[src/rtl/fdss_pkg.sv]
package fdss_pkg;

   localparam int NUM_DIGITS = 4;
   localparam int SLOT_W     = $clog2(NUM_DIGITS);
   localparam int LEN_W      = $clog2(NUM_DIGITS + 1);
   localparam int VALUE_W    = 32;
   localparam int CODE_W     = 4;
   localparam int SEG_W      = 7;
   localparam int DWELL_W    = 16;
   localparam int CSR_DATA_W = 32;
   localparam int CSR_ADDR_W = 3;

   // magnitudes that fit four digits are below 10000, so 14 bits hold them
   localparam int MAG_W   = 14;
   localparam int HUND_W  = 7;
   localparam int TEN_W   = 4;
   localparam logic [VALUE_W-1:0] VALUE_LIMIT = 32'd10000;

   // floor(x / 100) = (x * 10486) >> 20 for x < 10000
   localparam logic [MAG_W-1:0] DIV100_MUL   = 14'd10486;
   localparam int               DIV100_SHIFT = 20;
   localparam logic [MAG_W-1:0] HUNDRED      = 14'd100;

   // floor(x / 10) = (x * 205) >> 11 for x < 100
   localparam int               DIV10_W     = 15;
   localparam logic [7:0]       DIV10_MUL   = 8'd205;
   localparam int               DIV10_SHIFT = 11;
   localparam logic [HUND_W-1:0] TEN        = 7'd10;

   localparam logic [MAG_W-1:0] THOUSAND_MAG = 14'd1000;
   localparam logic [MAG_W-1:0] HUNDRED_MAG  = 14'd100;
   localparam logic [MAG_W-1:0] TEN_MAG      = 14'd10;

   localparam logic [CODE_W-1:0]  MINUS_CODE  = 4'd10;
   localparam logic [DWELL_W-1:0] DWELL_RESET = 16'd1000;

   localparam logic [CSR_ADDR_W-3:0] REG_DWELL_TICKS = 1'b0;

   typedef enum logic {
      FUNC_LOAD = 1'b0,
      FUNC_TICK = 1'b1
   } func_type;

   typedef struct packed {
      func_type                          func;
      logic                              neg;
      logic                              too_big;
      logic [LEN_W-1:0]                  num_digits;
      logic [NUM_DIGITS-1:0][CODE_W-1:0] digits;
   } load_type;

   function automatic logic [SEG_W-1:0] seg_pattern(input logic [CODE_W-1:0] code);
      logic [SEG_W-1:0] pattern;
      unique case (code)
         4'd0:       pattern = 7'h40;
         4'd1:       pattern = 7'h79;
         4'd2:       pattern = 7'h24;
         4'd3:       pattern = 7'h30;
         4'd4:       pattern = 7'h19;
         4'd5:       pattern = 7'h12;
         4'd6:       pattern = 7'h02;
         4'd7:       pattern = 7'h78;
         4'd8:       pattern = 7'h00;
         4'd9:       pattern = 7'h10;
         MINUS_CODE: pattern = 7'h3F;
         default:    pattern = 7'h7F;
      endcase
      return pattern;
   endfunction

   // splits a value below 100 into its tens and ones digits
   function automatic logic [2*CODE_W-1:0] split_tens(input logic [HUND_W-1:0] x);
      logic [DIV10_W-1:0] prod;
      logic [TEN_W-1:0]   tens;
      logic [HUND_W-1:0]  tens_x10;
      logic [HUND_W-1:0]  ones;
      prod     = DIV10_W'(x) * DIV10_W'(DIV10_MUL);
      tens     = prod[DIV10_SHIFT +: TEN_W];
      tens_x10 = HUND_W'(tens) * TEN;
      ones     = x - tens_x10;
      return {tens, ones[CODE_W-1:0]};
   endfunction

endpackage

[src/rtl/fdss_csr.sv]
module fdss_csr (
   input  logic                              clock,
   input  logic                              reset,
   input  logic                              psel,
   input  logic                              penable,
   input  logic                              pwrite,
   input  logic [fdss_pkg::CSR_ADDR_W-1:0]   paddr,
   input  logic [fdss_pkg::CSR_DATA_W-1:0]   pwdata,
   output logic [fdss_pkg::CSR_DATA_W-1:0]   prdata,
   output logic                              pready,
   output logic [fdss_pkg::DWELL_W-1:0]      dwell_ticks
);
   import fdss_pkg::*;

   logic [DWELL_W-1:0] dwell_ff;
   logic [DWELL_W-1:0] dwell_in;
   logic               sel_dwell;

   assign pready    = 1'b1;
   assign sel_dwell = (paddr[CSR_ADDR_W-1:2] == REG_DWELL_TICKS);

   always_comb begin
      dwell_in = dwell_ff;
      if (psel && penable && pwrite && pready && sel_dwell) begin
         dwell_in = pwdata[DWELL_W-1:0];
      end
   end

   always_ff @(posedge clock) begin
      if (reset) begin
         dwell_ff <= DWELL_RESET;
      end else begin
         dwell_ff <= dwell_in;
      end
   end

   always_comb begin
      prdata = '0;
      if (sel_dwell) begin
         prdata = CSR_DATA_W'(dwell_ff);
      end
   end

   assign dwell_ticks = dwell_ff;

endmodule

[src/rtl/fdss_digit_split.sv]
module fdss_digit_split (
   input  logic                            clock,
   input  logic                            reset,
   input  logic                            in_valid,
   output logic                            in_ready,
   input  logic                            in_func,
   input  logic [fdss_pkg::VALUE_W-1:0]    in_value,
   output logic                            out_valid,
   input  logic                            out_ready,
   output fdss_pkg::load_type              out_load
);
   import fdss_pkg::*;

   // stage a: input register
   logic               a_valid_ff, a_valid_in;
   logic               a_func_ff;
   logic [VALUE_W-1:0] a_value_ff;

   // stage b: magnitude split at the hundreds
   logic               b_valid_ff, b_valid_in;
   logic               b_func_ff;
   logic               b_neg_ff;
   logic               b_too_big_ff;
   logic [LEN_W-1:0]   b_len_ff;
   logic [MAG_W-1:0]   b_mag_ff;
   logic [HUND_W-1:0]  b_hi_ff;

   logic                a_ready, b_ready;
   logic                a_neg, a_too_big;
   logic [VALUE_W-1:0]  a_mag;
   logic [MAG_W-1:0]    a_mag14;
   logic [LEN_W-1:0]    a_len;
   logic [2*MAG_W-1:0]  a_prod;
   logic [HUND_W-1:0]   a_hi;

   logic [MAG_W-1:0]    b_hund;
   logic [MAG_W-1:0]    b_lo_full;
   logic [2*CODE_W-1:0] b_hi_split, b_lo_split;

   assign b_ready  = !b_valid_ff || out_ready;
   assign a_ready  = !a_valid_ff || b_ready;
   assign in_ready = a_ready;

   always_comb begin
      a_valid_in = a_valid_ff;
      if (a_ready) begin
         a_valid_in = in_valid;
      end
      b_valid_in = b_valid_ff;
      if (b_ready) begin
         b_valid_in = a_valid_ff;
      end
   end

   always_comb begin
      a_neg     = a_value_ff[VALUE_W-1];
      a_mag     = a_neg ? (VALUE_W'(0) - a_value_ff) : a_value_ff;
      a_too_big = (a_mag >= VALUE_LIMIT);
      a_mag14   = a_mag[MAG_W-1:0];
      if (a_mag14 >= THOUSAND_MAG) begin
         a_len = LEN_W'(4);
      end else if (a_mag14 >= HUNDRED_MAG) begin
         a_len = LEN_W'(3);
      end else if (a_mag14 >= TEN_MAG) begin
         a_len = LEN_W'(2);
      end else begin
         a_len = LEN_W'(1);
      end
      a_prod = (2*MAG_W)'(a_mag14) * (2*MAG_W)'(DIV100_MUL);
      a_hi   = a_prod[DIV100_SHIFT +: HUND_W];
   end

   always_comb begin
      b_hund     = MAG_W'(b_hi_ff) * HUNDRED;
      b_lo_full  = b_mag_ff - b_hund;
      b_hi_split = split_tens(b_hi_ff);
      b_lo_split = split_tens(b_lo_full[HUND_W-1:0]);
   end

   always_ff @(posedge clock) begin
      if (reset) begin
         a_valid_ff <= 1'b0;
         b_valid_ff <= 1'b0;
      end else begin
         a_valid_ff <= a_valid_in;
         b_valid_ff <= b_valid_in;
      end
   end

   always_ff @(posedge clock) begin
      if (a_ready) begin
         a_func_ff  <= in_func;
         a_value_ff <= in_value;
      end
      if (b_ready) begin
         b_func_ff    <= a_func_ff;
         b_neg_ff     <= a_neg;
         b_too_big_ff <= a_too_big;
         b_len_ff     <= a_len;
         b_mag_ff     <= a_mag14;
         b_hi_ff      <= a_hi;
      end
   end

   always_comb begin
      out_valid           = b_valid_ff;
      out_load.func       = func_type'(b_func_ff);
      out_load.neg        = b_neg_ff;
      out_load.too_big    = b_too_big_ff;
      out_load.num_digits = b_len_ff;
      out_load.digits[0]  = b_hi_split[2*CODE_W-1:CODE_W];
      out_load.digits[1]  = b_hi_split[CODE_W-1:0];
      out_load.digits[2]  = b_lo_split[2*CODE_W-1:CODE_W];
      out_load.digits[3]  = b_lo_split[CODE_W-1:0];
   end

endmodule

[src/rtl/fdss_display.sv]
module fdss_display (
   input  logic                            clock,
   input  logic                            reset,
   input  logic [fdss_pkg::DWELL_W-1:0]    dwell_ticks,
   input  logic                            in_valid,
   output logic                            in_ready,
   input  fdss_pkg::load_type              in_load,
   output logic                            rsp_valid,
   input  logic                            rsp_ready,
   output logic [fdss_pkg::SLOT_W-1:0]     rsp_active_digit,
   output logic [fdss_pkg::CODE_W-1:0]     rsp_symbol,
   output logic [fdss_pkg::SEG_W-1:0]      rsp_segments_low,
   output logic                            rsp_status
);
   import fdss_pkg::*;

   logic [CODE_W-1:0]  store_ff [NUM_DIGITS];
   logic [CODE_W-1:0]  store_in [NUM_DIGITS];
   logic [SLOT_W-1:0]  pos_ff, pos_in;
   logic [DWELL_W-1:0] count_ff, count_in;

   logic               rsp_valid_ff, rsp_valid_in;
   logic [SLOT_W-1:0]  rsp_digit_ff, rsp_digit_in;
   logic [CODE_W-1:0]  rsp_symbol_ff, rsp_symbol_in;
   logic [SEG_W-1:0]   rsp_seg_ff, rsp_seg_in;
   logic               rsp_status_ff, rsp_status_in;

   logic               transfer;
   logic [CODE_W-1:0]  loaded [NUM_DIGITS];
   logic [CODE_W-1:0]  shifted [NUM_DIGITS];
   logic [LEN_W-1:0]   src_idx [NUM_DIGITS];
   logic               full_width;
   logic [DWELL_W:0]   count_next;

   assign in_ready = !rsp_valid_ff || rsp_ready;
   assign transfer = in_valid && in_ready;
   assign full_width = (in_load.num_digits == LEN_W'(NUM_DIGITS));

   // left-aligned digits, then the minus shift for short negatives
   always_comb begin
      for (int i = 0; i < NUM_DIGITS; i++) begin
         src_idx[i] = LEN_W'(i) + LEN_W'(NUM_DIGITS) - in_load.num_digits;
         loaded[i]  = store_ff[i];
         if (LEN_W'(i) < in_load.num_digits) begin
            loaded[i] = in_load.digits[src_idx[i][SLOT_W-1:0]];
         end
      end
      for (int i = 0; i < NUM_DIGITS; i++) begin
         shifted[i] = loaded[i];
      end
      if (in_load.neg && !full_width) begin
         shifted[0] = MINUS_CODE;
         for (int i = 1; i < NUM_DIGITS; i++) begin
            shifted[i] = loaded[i-1];
         end
      end
   end

   always_comb begin
      store_in      = store_ff;
      pos_in        = pos_ff;
      count_in      = count_ff;
      rsp_status_in = 1'b0;
      count_next    = (DWELL_W+1)'(count_ff) + (DWELL_W+1)'(1);
      if (transfer) begin
         if (in_load.func == FUNC_LOAD) begin
            if (in_load.too_big) begin
               rsp_status_in = 1'b1;
            end else begin
               store_in      = shifted;
               rsp_status_in = in_load.neg && full_width;
            end
         end else begin
            if (count_next >= (DWELL_W+1)'(dwell_ticks)) begin
               count_in = '0;
               pos_in   = pos_ff + SLOT_W'(1);
            end else begin
               count_in = count_next[DWELL_W-1:0];
            end
         end
      end
   end

   always_comb begin
      rsp_valid_in  = rsp_valid_ff;
      rsp_digit_in  = rsp_digit_ff;
      rsp_symbol_in = rsp_symbol_ff;
      rsp_seg_in    = rsp_seg_ff;
      if (transfer) begin
         rsp_valid_in  = 1'b1;
         rsp_digit_in  = pos_in;
         rsp_symbol_in = store_in[pos_in];
         rsp_seg_in    = seg_pattern(store_in[pos_in]);
      end else if (rsp_ready) begin
         rsp_valid_in = 1'b0;
      end
   end

   always_ff @(posedge clock) begin
      if (reset) begin
         for (int i = 0; i < NUM_DIGITS; i++) begin
            store_ff[i] <= '0;
         end
         pos_ff        <= '0;
         count_ff      <= '0;
         rsp_valid_ff  <= 1'b0;
      end else begin
         store_ff      <= store_in;
         pos_ff        <= pos_in;
         count_ff      <= count_in;
         rsp_valid_ff  <= rsp_valid_in;
      end
   end

   always_ff @(posedge clock) begin
      rsp_digit_ff  <= rsp_digit_in;
      rsp_symbol_ff <= rsp_symbol_in;
      rsp_seg_ff    <= rsp_seg_in;
      if (transfer) begin
         rsp_status_ff <= rsp_status_in;
      end
   end

   assign rsp_valid        = rsp_valid_ff;
   assign rsp_active_digit = rsp_digit_ff;
   assign rsp_symbol       = rsp_symbol_ff;
   assign rsp_segments_low = rsp_seg_ff;
   assign rsp_status       = rsp_status_ff;

endmodule

[src/rtl/four_digit_seven_segment_scanner_top.sv]
// four-digit seven-segment scanner
// req channel: req_func selects a load (0) of req_value or one time tick (1)
// rsp channel: one result per request with the lit slot, its symbol code,
//   the active-low segment pattern and an overflow status bit
// a load splits the value into decimal digits and writes the four-slot store;
//   values over four digits flag status and leave the store alone
// ticks advance the dwell counter; the scan steps to the next slot after
//   dwell_ticks ticks (a dwell of zero acts as one)
// csr port: dwell_ticks at byte address 0, reset value 1000, pready tied high
// a request passes the input register, the hundreds split register and the
//   result register before rsp_valid rises and the result can transfer
// throughput: one request per cycle unless stalled; the store and scan state
//   sit in one register stage, so each item sees the state left by the one before
// reset clears the store, scan position, dwell count and all valid flags
// when rsp_ready is low the result is held and the pipeline fills, then
//   req_ready drops until the result transfer frees a stage
module four_digit_seven_segment_scanner_top (
   input  logic                            clock,
   input  logic                            reset,
   input  logic                            req_valid,
   output logic                            req_ready,
   input  logic                            req_func,
   input  logic signed [31:0]              req_value,
   output logic                            rsp_valid,
   input  logic                            rsp_ready,
   output logic [1:0]                      rsp_active_digit,
   output logic [3:0]                      rsp_symbol,
   output logic [6:0]                      rsp_segments_low,
   output logic                            rsp_status,
   input  logic                            psel,
   input  logic                            penable,
   input  logic                            pwrite,
   input  logic [fdss_pkg::CSR_ADDR_W-1:0] paddr,
   input  logic [fdss_pkg::CSR_DATA_W-1:0] pwdata,
   output logic [fdss_pkg::CSR_DATA_W-1:0] prdata,
   output logic                            pready
);
   import fdss_pkg::*;

   logic [DWELL_W-1:0] dwell_ticks;
   logic               split_valid;
   logic               split_ready;
   load_type           split_load;

   fdss_csr u_csr (
      .clock       (clock),
      .reset       (reset),
      .psel        (psel),
      .penable     (penable),
      .pwrite      (pwrite),
      .paddr       (paddr),
      .pwdata      (pwdata),
      .prdata      (prdata),
      .pready      (pready),
      .dwell_ticks (dwell_ticks)
   );

   fdss_digit_split u_split (
      .clock     (clock),
      .reset     (reset),
      .in_valid  (req_valid),
      .in_ready  (req_ready),
      .in_func   (req_func),
      .in_value  (VALUE_W'(req_value)),
      .out_valid (split_valid),
      .out_ready (split_ready),
      .out_load  (split_load)
   );

   fdss_display u_display (
      .clock            (clock),
      .reset            (reset),
      .dwell_ticks      (dwell_ticks),
      .in_valid         (split_valid),
      .in_ready         (split_ready),
      .in_load          (split_load),
      .rsp_valid        (rsp_valid),
      .rsp_ready        (rsp_ready),
      .rsp_active_digit (rsp_active_digit),
      .rsp_symbol       (rsp_symbol),
      .rsp_segments_low (rsp_segments_low),
      .rsp_status       (rsp_status)
   );

endmodule
[config.mk]
export PLATFORM = sky130hd
export DESIGN_NAME = four_digit_seven_segment_scanner_top
export DESIGN_NICKNAME = d
export VERILOG_FILES = /design/src/rtl/fdss_pkg.sv /design/src/rtl/fdss_csr.sv /design/src/rtl/fdss_digit_split.sv /design/src/rtl/fdss_display.sv /design/src/rtl/four_digit_seven_segment_scanner_top.sv
export SDC_FILE = /design/constraint.sdc
export NUM_CORES = 1
export LEC_CHECK = 0
export BUFFER_PORTS_ARGS = -buffer_cell sky130_fd_sc_hd__clkbuf_2
export CAP_MARGIN = 20
export CORE_AREA = 2 2 156 158
export DETAILED_ROUTE_END_ITERATION = 8
export DIE_AREA = 0 0 158 160
export PLACE_DENSITY = 0.83
export SETUP_SLACK_MARGIN = 0.15
export SLEW_MARGIN = 10
export SYNTH_ARGS = -nofsm -noshare
export SYNTH_HDL_FRONTEND = slang
export SYNTH_SLANG_ARGS = --single-unit
[constraint.sdc]
create_clock -name clock -period 7.5 [get_ports clock]
set_input_delay 1.5 -clock clock [delete_from_list [all_inputs] [get_ports clock]]
set_output_delay 1.5 -clock clock [all_outputs]
set_load 0.05 [all_outputs]
==> metrics.yaml, run 1 <==
drt:
  drt_first_pass_iters: 5
  drt_drc_violations_left: 0
  ant_nets: 0
  detail_route.wl_per_cell_um: 16.8
  route.vias.total: 10600
  detail_route.vias_per_cell: 5.77
  drt-initial-drc-count: 749
  total_detailed_routing_wirelength_mm: 30.8
finish:
  final-seq-area_um2: 3070
  fillCellCount: 1940
  nNetsFinal: 1874
  antenna_cells: 0
  synthToLayoutAreaGrowth_pct: 14.5
  drive_gt1_share_pct: 15.2
  multiInputGateArea_um2: 9120
floorplanning:
  initial_utilization_pct: 53.8
  die_h_um: 160
  std_cell_rows: 57
  fp.coreArea_um2: 23800
  die_area_um2: 25300
  floorplan.io_pins: 124
  die_boundary_width_um: 158
logic_synthesis:
  yosysTopAreaCellShare_pct: 21.8
  yosysTopAreaCell: "ha_1"
  synth_top_cells_by_area: "ha_1 (22%), edfxtp_1 (16%), fa_1 (13%)"
  synth_compound_gate_area_share_pct: 13.8
  yosys.area_share.adder_pct: 34.4
  netlist-cell-type-count: 76
  synthTopCellsByCount: "ha_1 (223), inv_1 (187), nand2_1 (107)"
  synthMuxAreaShare_pct: 1.70
  area_share_of_xor_xnor_cells_in_the_synthesized_design_pct: 4.14
  synth_simple_gate_area_share_pct: 14.2
  post-synth-top-count-cell: "ha_1"
  postSynthCellCount: 1382
  synth_enable_flop_cells: 67
  synth.avg_cell_area_um2: 9.28
  ys_warn_count: 0
  synth_top_family_by_area: "adder cells"
  post_synthesis_cell_area_um2: 12800
  synth_async_sr_flop_share_pct: 0
  synth-seq-area-share_pct: 24.0
  ys_ff_latch: 120
  synth_top_flop_cell: "edfxtp_1"
global_routing:
  grtUsageMet2_pct: 44.0
  globalRoute.totalOverflow: 0
  global_route.peak_usage_layer: "met2"
  grt_pass1_wl_mm: 50.6
  grt_max_degree: 54
  grt.met1_usage_pct: 30.6
  antenna_found_initial: 0
  grt_util_all_layers_pct: 24.8
  grt_use_met3_pct: 3.53
  grt_pass1_vias: 10800
setup_path:
  crit_path_start_kind: "flip-flop"
  cp_top_family: "adder cells"
  worst-path-buf-inv: 5
  crit_top_cell: "ha_1"
  timing.critical_path.to_type: "flip-flop"
  critical_path.slowest_cell: "or4_4"
  worst-endpoint-required_ns: 7.68
  crit_arrival_ns: 7.34
  slowest_delay_ns: 0.52
  kind_of_critical_path: "flip-flop to flip-flop"
  crit_path_max_fanout: 4
clock_tree:
  cts.hold.buffers_added: 0
  worstSkewPairLatency_ns: 0.43
  cts_sinks: 120
  ctsLongestPathBuffers: 2
  cts_tree: "yes"
  cts.reportedPaths.clkPinSlew_ns: 0.06
  cts_root_buffer: "clkbuf_16"
  ctsHtreeMaxLevel: 4
  cts_made_buffers: 17
timing:
  rsz_0062_raised_after_global_routing: "yes"
  fmax_mhz: 140
  period_minus_slack_ns: 7.16
  timing.final.hold_violations: 0
  timing.clock.skew_ns: 0.0119
  hold_slack_ns: 0.432
  timing.final.max_slew_violations: 0
  worstMarginPinSlew_ns: 1.13
  worst_slew_margin_rel_pct: 24.1
  layout_worst_path_cycle_share_pct: 95.4
  timing.final.setup_violations: 0
  timing.setup.tns_ns: 0
status:
  outcome: "finished, final reports clean"
placement:
  place.detailed.hpwl_mm: 23.8
  port_buffer_count: 88
  place.gp.congestion: 0.943
flow_run:
  maxCapViolations: 0
min_path:
  worstHoldPathType: "flip-flop to flip-flop"
==> state kept, by name (all words and copies together) (netlist names) <==
register,flops
u_csr.dwell_ticks,16
u_display.count_ff,16
u_display.pos_ff,2
u_display.rsp_active_digit,2
u_display.rsp_segments_low,7
u_display.rsp_status,1
u_display.rsp_symbol,4
u_display.rsp_valid,1
u_display.store_ff,16
u_split.a_func_ff,1
u_split.a_valid_ff,1
u_split.a_value_ff,32
u_split.b_func_ff,1
u_split.b_hi_ff,7
u_split.b_len_ff,3
u_split.b_mag_ff,7
u_split.b_neg_ff,1
u_split.b_too_big_ff,1
u_split.out_valid,1
==> stage by stage <==
stage / instance area, µm² / setup WS [ns] / instances / utilization, %
after floorplan: 12900 / 0.144 / 1397 / -
after global placement: 13700 / 0.135 / 1790 / 57.6
after detailed placement: 13700 / -0.0740 / 1790 / 57.6
after CTS: 14400 / 0.183 / 1825 / 60.5
after global routing: 14700 / 0.0477 / 1832 / 61.7
final: 14700 / 0.343 / 1832 / 61.7
==> cell usage in the layout, fill, tap and decap left out, types with 18 or more instances in the layout <==
master	n
ha_1	216
inv_1	183
nand2_1	107
nor2_1	100
clkbuf_2	88
fa_1	78
edfxtp_1	67
a21oi_1	63
dfxtp_1	53
o21ai_0	45
buf_4	43
xnor2_1	34
nand3_1	25
clkbuf_16	20
nand4_1	18
nor3_1	18
==> area by class of cell <==
| class | count | area share (%) |
|---|---|---|
| timing repair buffer | 132 | 5.27 |
| clock buffer | 21 | 3.43 |
| sequential | 120 | 20.9 |
| inverter | 188 | 4.80 |
| tap | 324 | 2.76 |
| clock inverter | 11 | 0.716 |
| multi-input combinational | 1036 | 62.1 |
==> cell families (layout without fill, tap and decap cells) <==
| family | Yosys count | count (layout) |
|---|---|---|
| compound gates | 262 | 262 |
| xor+xnor | 59 | 59 |
| fa+ha+maj | 304 | 304 |
| buf+inv | 241 | 352 |
| flops | 120 | 120 |
| mux | 20 | 20 |
| other cells | 2 | 17 |
| simple gates | 374 | 374 |
==> layer usage <==
| metal | share of wire, % | up-vias | routed length (µm) |
|---|---|---|---|
| met3 | 4.6 | 71 | 1430 |
| met4 | 2.8 | 0 | 866 |
| li1 | - | 5038 | - |
| met2 | 52 | 362 | 15900 |
| met5 | 0 | - | 0 |
| met1 | 41 | 5102 | 12600 |
==> timing repair <==
action                                  4_1_cts  5_1_grt
resized for setup                            12       42
pin swaps                                    12       24
hold endpoints to repair                      0        0
setup buffers                                 3        7
endpoints found under the setup margin        9       13
==> final timing paths <==
kind | from | endpoint | slack, ns | cells past startpoint
max | u_split.b_hi_ff[1]$_DFFE_PP_ | u_display.rsp_segments_low[6]$_DFFE_PP_ | 0.34 | 29
min | u_split.a_func_ff$_DFFE_PP_ | u_split.b_func_ff$_DFFE_PP_ | 0.43 | 0
max reg2reg | u_split.b_hi_ff[1]$_DFFE_PP_ | u_display.rsp_segments_low[6]$_DFFE_PP_ | 0.34 | 29
min reg2reg | u_split.a_func_ff$_DFFE_PP_ | u_split.b_func_ff$_DFFE_PP_ | 0.43 | 0
Power of run 1 is left out: the tool's default activity adds up to more than one toggle a clock period on the data nets, which glitch-free logic cannot reach.
==> inputs of run 2 (changes only) <==
--- a/config.mk
+++ b/config.mk
@@ -5,9 +5,11 @@
 export SDC_FILE = /design/constraint.sdc
 export NUM_CORES = 1
 export LEC_CHECK = 0
+export ABC_AREA = 0
 export BUFFER_PORTS_ARGS = -buffer_cell sky130_fd_sc_hd__clkbuf_2
 export CAP_MARGIN = 20
 export CORE_AREA = 2 2 156 158
+export CTS_BUF_LIST = sky130_fd_sc_hd__clkbuf_8
 export DETAILED_ROUTE_END_ITERATION = 8
 export DIE_AREA = 0 0 158 160
 export PLACE_DENSITY = 0.83
==> run 2 against run 1 <==
  * Critical path depth unchanged
  * Register-to-register slack better by 0.02 ns
  * Sequential cell count did not move
==> metrics.yaml, run 2 (synthesis gave the netlist of run 1 again) <==
placement:
  place.detailed.hpwl_mm: 23.8
  place.gp.congestion: 0.943
  port_buffer_count: 88
timing:
  layout_worst_path_cycle_share_pct: 95.2
  timing.setup.tns_ns: 0
  fmax_mhz: 140
  rsz_0062_raised_after_global_routing: "yes"
  timing.final.hold_violations: 0
  timing.final.setup_violations: 0
  timing.clock.skew_ns: 0.0140
  timing.final.max_slew_violations: 0
  worstMarginPinSlew_ns: 1.08
  period_minus_slack_ns: 7.14
  worst_slew_margin_rel_pct: 27.4
setup_path:
  worst-endpoint-required_ns: 7.72
  crit_path_start_kind: "flip-flop"
  crit_path_max_fanout: 4
  slowest_delay_ns: 0.52
  timing.critical_path.to_type: "flip-flop"
  crit_arrival_ns: 7.35
  kind_of_critical_path: "flip-flop to flip-flop"
  crit_top_cell: "ha_1"
  critical_path.slowest_cell: "or4_4"
finish:
  nNetsFinal: 1873
  most-common-layout-cells: "ha_1 (216), inv_1 (184), nand2_1 (107)"
  layout.cells.most_common: "ha_1"
  drive_gt1_share_pct: 15.1
  synthToLayoutAreaGrowth_pct: 13.0
  antenna_cells: 0
  largest_register_ff_count: 32
  top_register: "u_split.a_value_ff"
floorplanning:
  initial_utilization_pct: 53.8
  die_area_um2: 25300
  die_boundary_width_um: 158
  fp.coreArea_um2: 23800
  die_h_um: 160
  std_cell_rows: 57
  floorplan.io_pins: 124
clock_tree:
  cts_root_buffer: "clkbuf_8"
  ctsHtreeMaxLevel: 4
  cts_sinks: 120
  cts.reportedPaths.clkPinSlew_ns: 0.08
  cts_tree: "yes"
  ctsLongestPathBuffers: 2
  cts_made_buffers: 17
  cts.hold.buffers_added: 0
  worstSkewPairLatency_ns: 0.46
global_routing:
  antenna_found_initial: 0
  grt_pass1_vias: 10700
  grt_max_degree: 54
  grt_util_all_layers_pct: 24.5
  globalRoute.totalOverflow: 0
  grt_pass1_wl_mm: 50.0
drt:
  detail_route.wl_per_cell_um: 16.6
  route.vias.total: 10500
  detail_route.vias_per_cell: 5.73
  drt_drc_violations_left: 0
  drt-initial-drc-count: 752
  ant_nets: 0
  total_detailed_routing_wirelength_mm: 30.4
  drt_first_pass_iters: 6
min_path:
  worstHoldPathType: "flip-flop to flip-flop"
flow_run:
  maxCapViolations: 0
status:
  outcome: "finished, final reports clean"
==> run 2: cell count changes in the layout (fill, tap and decap cells not counted), sizes merged <==
cell / change
buf: -1
bufinv: +3
clkbuf: -4
inv: +1
==> run 2: critical path, delay by kind of cell, from the launching register on <==
kind            cells  cell delay, ns
compound gates     10            2.10
simple gates        2            0.63
xor+xnor            4            0.86
buf+inv             5            0.40
fa+ha+maj           8            2.45
flops               1            0.45
==> run 2: final cells by class <==
class / count / area [µm²]
multi-input cells: 1036 / 9110
clock buffers: 17 / 234
flip-flops and latches: 120 / 3070
inverters: 188 / 706
well taps: 324 / 405
repair buffers: 131 / 767
clock inverters: 15 / 199
fillers: 1961 / 9330
==> run 2: final timing paths <==
| kind | startpoint | endpoint | slack (ns) | cells past startpoint |
|---|---|---|---|---|
| max reg2reg | u_split.b_hi_ff[1]$_DFFE_PP_ | u_display.rsp_segments_low[6]$_DFFE_PP_ | 0.36 | 29 |
| min reg2reg | u_split.a_func_ff$_DFFE_PP_ | u_split.b_func_ff$_DFFE_PP_ | 0.44 | 0 |
| min | u_split.a_func_ff$_DFFE_PP_ | u_split.b_func_ff$_DFFE_PP_ | 0.44 | 0 |
| max | u_split.b_hi_ff[1]$_DFFE_PP_ | u_display.rsp_segments_low[6]$_DFFE_PP_ | 0.36 | 29 |
==> run 2: stage by stage <==
step                worst slack [ns]  instances  instance area [µm²]  hold slack (ns)  util, %
global route                  0.0396       1831                14500            0.442     60.8
global placement               0.135       1790                13700            0.409     57.6
finish                         0.363       1831                14500            0.436     60.8
detailed placement           -0.0740       1790                13700            0.421     57.6
CTS                            0.181       1825                14200            0.444     59.8
floorplan                      0.144       1397                12900            0.400        -
==> run 2: repair_timing <==
item	4_1_cts	5_1_grt
resized for setup	12	40
buffers inserted	3	6
pin swaps	12	22
setup endpoints to repair	9	13
==> run 2: metal layers <==
metal / GRT usage (%) / routed length (µm) / vias up
met5: 0 / 0 / -
met4: 8.60 / 1010 / 0
met3: 3.80 / 1520 / 86
met2: 43.3 / 15600 / 367
met1: 30.1 / 12300 / 5015
li1: - / - / 5032
Power of run 2 is left out for the same reason.
==> inputs of run 3 (changes only) <==
--- a/config.mk
+++ b/config.mk
@@ -9,11 +9,12 @@
 export BUFFER_PORTS_ARGS = -buffer_cell sky130_fd_sc_hd__clkbuf_2
 export CAP_MARGIN = 20
 export CORE_AREA = 2 2 156 158
-export CTS_BUF_LIST = sky130_fd_sc_hd__clkbuf_8
+export CTS_BUF_LIST = sky130_fd_sc_hd__clkbuf_2
 export DETAILED_ROUTE_END_ITERATION = 8
 export DIE_AREA = 0 0 158 160
 export PLACE_DENSITY = 0.83
 export SETUP_SLACK_MARGIN = 0.15
+export SKIP_LAST_GASP = 1
 export SLEW_MARGIN = 10
 export SYNTH_ARGS = -nofsm -noshare
 export SYNTH_HDL_FRONTEND = slang
==> run 3 against run 2 <==
  * Core utilization decreased by 0.49 points
  * Final cell count increased by 0.27%
  * Register-to-register slack got worse by 0.05 ns
  * Wire length decreased by 1.3%
  * Fmax decreased by 0.71%
  * Sequential share of layout area increased by 0.17 points
  * Cell area decreased by 0.81%
  * Count of clock-buffer cells in the layout increased by 1
  * Non-clock buffer count increased by 4
  * Via count about the same
  * Largest cell class unchanged
==> metrics.yaml, run 3 (synthesis gave the netlist of run 1 again) <==
global_routing:
  globalRoute.totalOverflow: 0
  grt_max_degree: 54
  global_route.peak_usage_layer: "met2"
  grtUsageMet2_pct: 42.5
  grt_pass1_vias: 10600
  grt_pass1_wl_mm: 49.3
  antenna_found_initial: 1
  grt_util_all_layers_pct: 24.1
  grt.met1_usage_pct: 29.7
  grt_use_met3_pct: 3.53
setup_path:
  crit_top_cell: "ha_1"
  slowest_delay_ns: 0.52
  timing.critical_path.to_type: "flip-flop"
  crit_path_start_kind: "flip-flop"
  crit_path_max_fanout: 7
  worst-endpoint-required_ns: 8.06
  critical_path.slowest_cell: "or4_4"
  crit_arrival_ns: 7.75
  kind_of_critical_path: "flip-flop to flip-flop"
clock_tree:
  ctsLongestPathBuffers: 2
  ctsHtreeMaxLevel: 4
  cts_sinks: 120
  cts.hold.buffers_added: 0
  cts.reportedPaths.clkPinSlew_ns: 0.22
  cts_root_buffer: "clkbuf_2"
  cts_made_buffers: 17
  cts_tree: "yes"
  worstSkewPairLatency_ns: 0.72
floorplanning:
  floorplan.io_pins: 124
  initial_utilization_pct: 53.8
  die_area_um2: 25300
  fp.coreArea_um2: 23800
  die_h_um: 160
  std_cell_rows: 57
  die_boundary_width_um: 158
drt:
  ant_nets: 0
  drt-initial-drc-count: 729
  drt_drc_violations_left: 0
  route.vias.total: 10500
  drt_first_pass_iters: 5
  detail_route.wl_per_cell_um: 16.4
  detail_route.vias_per_cell: 5.72
  total_detailed_routing_wirelength_mm: 30.1
timing:
  timing.setup.tns_ns: 0
  rsz_0062_raised_after_global_routing: "yes"
  setup_ws_ns: 0.312
  period_minus_slack_ns: 7.19
  layout_worst_path_cycle_share_pct: 95.8
  timing.clock.skew_ns: 0.0484
  fmax_mhz: 139
  worst_slew_margin_rel_pct: 28.3
  hold_slack_ns: 0.469
  timing.final.setup_violations: 0
  timing.final.max_slew_violations: 0
  timing.final.hold_violations: 0
  worstMarginPinSlew_ns: 1.07
placement:
  port_buffer_count: 88
  place.gp.congestion: 0.943
  preCtsSetupSlack_ns: -0.0740
  place.detailed.hpwl_mm: 23.8
finish:
  drive_gt1_share_pct: 15.3
  fillCellCount: 1990
  synthToLayoutAreaGrowth_pct: 12.1
  layout.cells.most_common: "ha_1"
  final-seq-area_um2: 3070
  largest_register_ff_count: 32
  most-common-layout-cells: "ha_1 (216), inv_1 (183), nand2_1 (107)"
  top_register: "u_split.a_value_ff"
  nNetsFinal: 1877
  multiInputGateArea_um2: 9100
flow_run:
  maxCapViolations: 0
status:
  outcome: "finished, final reports clean"
min_path:
  worstHoldPathType: "flip-flop to flip-flop"
[run 3: worst paths after layout]
kind	start	to	slack, ns	cells after the start
min reg2reg	u_split.a_func_ff$_DFFE_PP_	u_split.b_func_ff$_DFFE_PP_	0.47	0
min	u_split.a_func_ff$_DFFE_PP_	u_split.b_func_ff$_DFFE_PP_	0.47	0
max	u_split.b_hi_ff[1]$_DFFE_PP_	u_display.rsp_segments_low[2]$_DFFE_PP_	0.31	30
max reg2reg	u_split.b_hi_ff[1]$_DFFE_PP_	u_display.rsp_segments_low[2]$_DFFE_PP_	0.31	30
[run 3: metal layers]
metal	share of wire, %	vias to the layer above
li1	-	5042
met1	41	5025
met2	51	354
met3	4.6	77
met4	3.2	0
met5	0	-
[run 3: what timing repair did]
action	in CTS	in global routing
resized for setup	12	39
setup buffers	3	10
endpoints found under the hold margin	0	0
pin swaps	12	22
endpoints found under the setup margin	9	13
[run 3: final cells by class]
| class | instances | area share, % |
|---|---|---|
| inverters | 188 | 4.91 |
| clock buffers | 18 | 0.627 |
| diodes | 1 | 0.0174 |
| flip-flops and latches | 120 | 21.4 |
| well taps | 324 | 2.82 |
| repair buffers | 135 | 5.55 |
| multi-input cells | 1036 | 63.3 |
| clock inverters | 14 | 1.36 |
[run 3: worst max-delay path, delay by kind of cell (launching register included)]
family,cells,cell delay (ns)
xor+xnor,4,0.87
mux,1,0.21
compound gates,8,1.60
fa+ha+maj,8,2.52
flops,1,0.47
buf+inv,6,0.56
simple gates,3,0.83
[run 3: per-stage QoR]
step,instance area (µm²),util (%),cells
after global routing,14400,60.3,1836
after global placement,13700,57.6,1790
after detailed placement,13700,57.6,1790
after CTS,14100,59.2,1825
after floorplan,12900,-,1397
final,14400,60.3,1836
Power of run 3 is left out for the same reason.
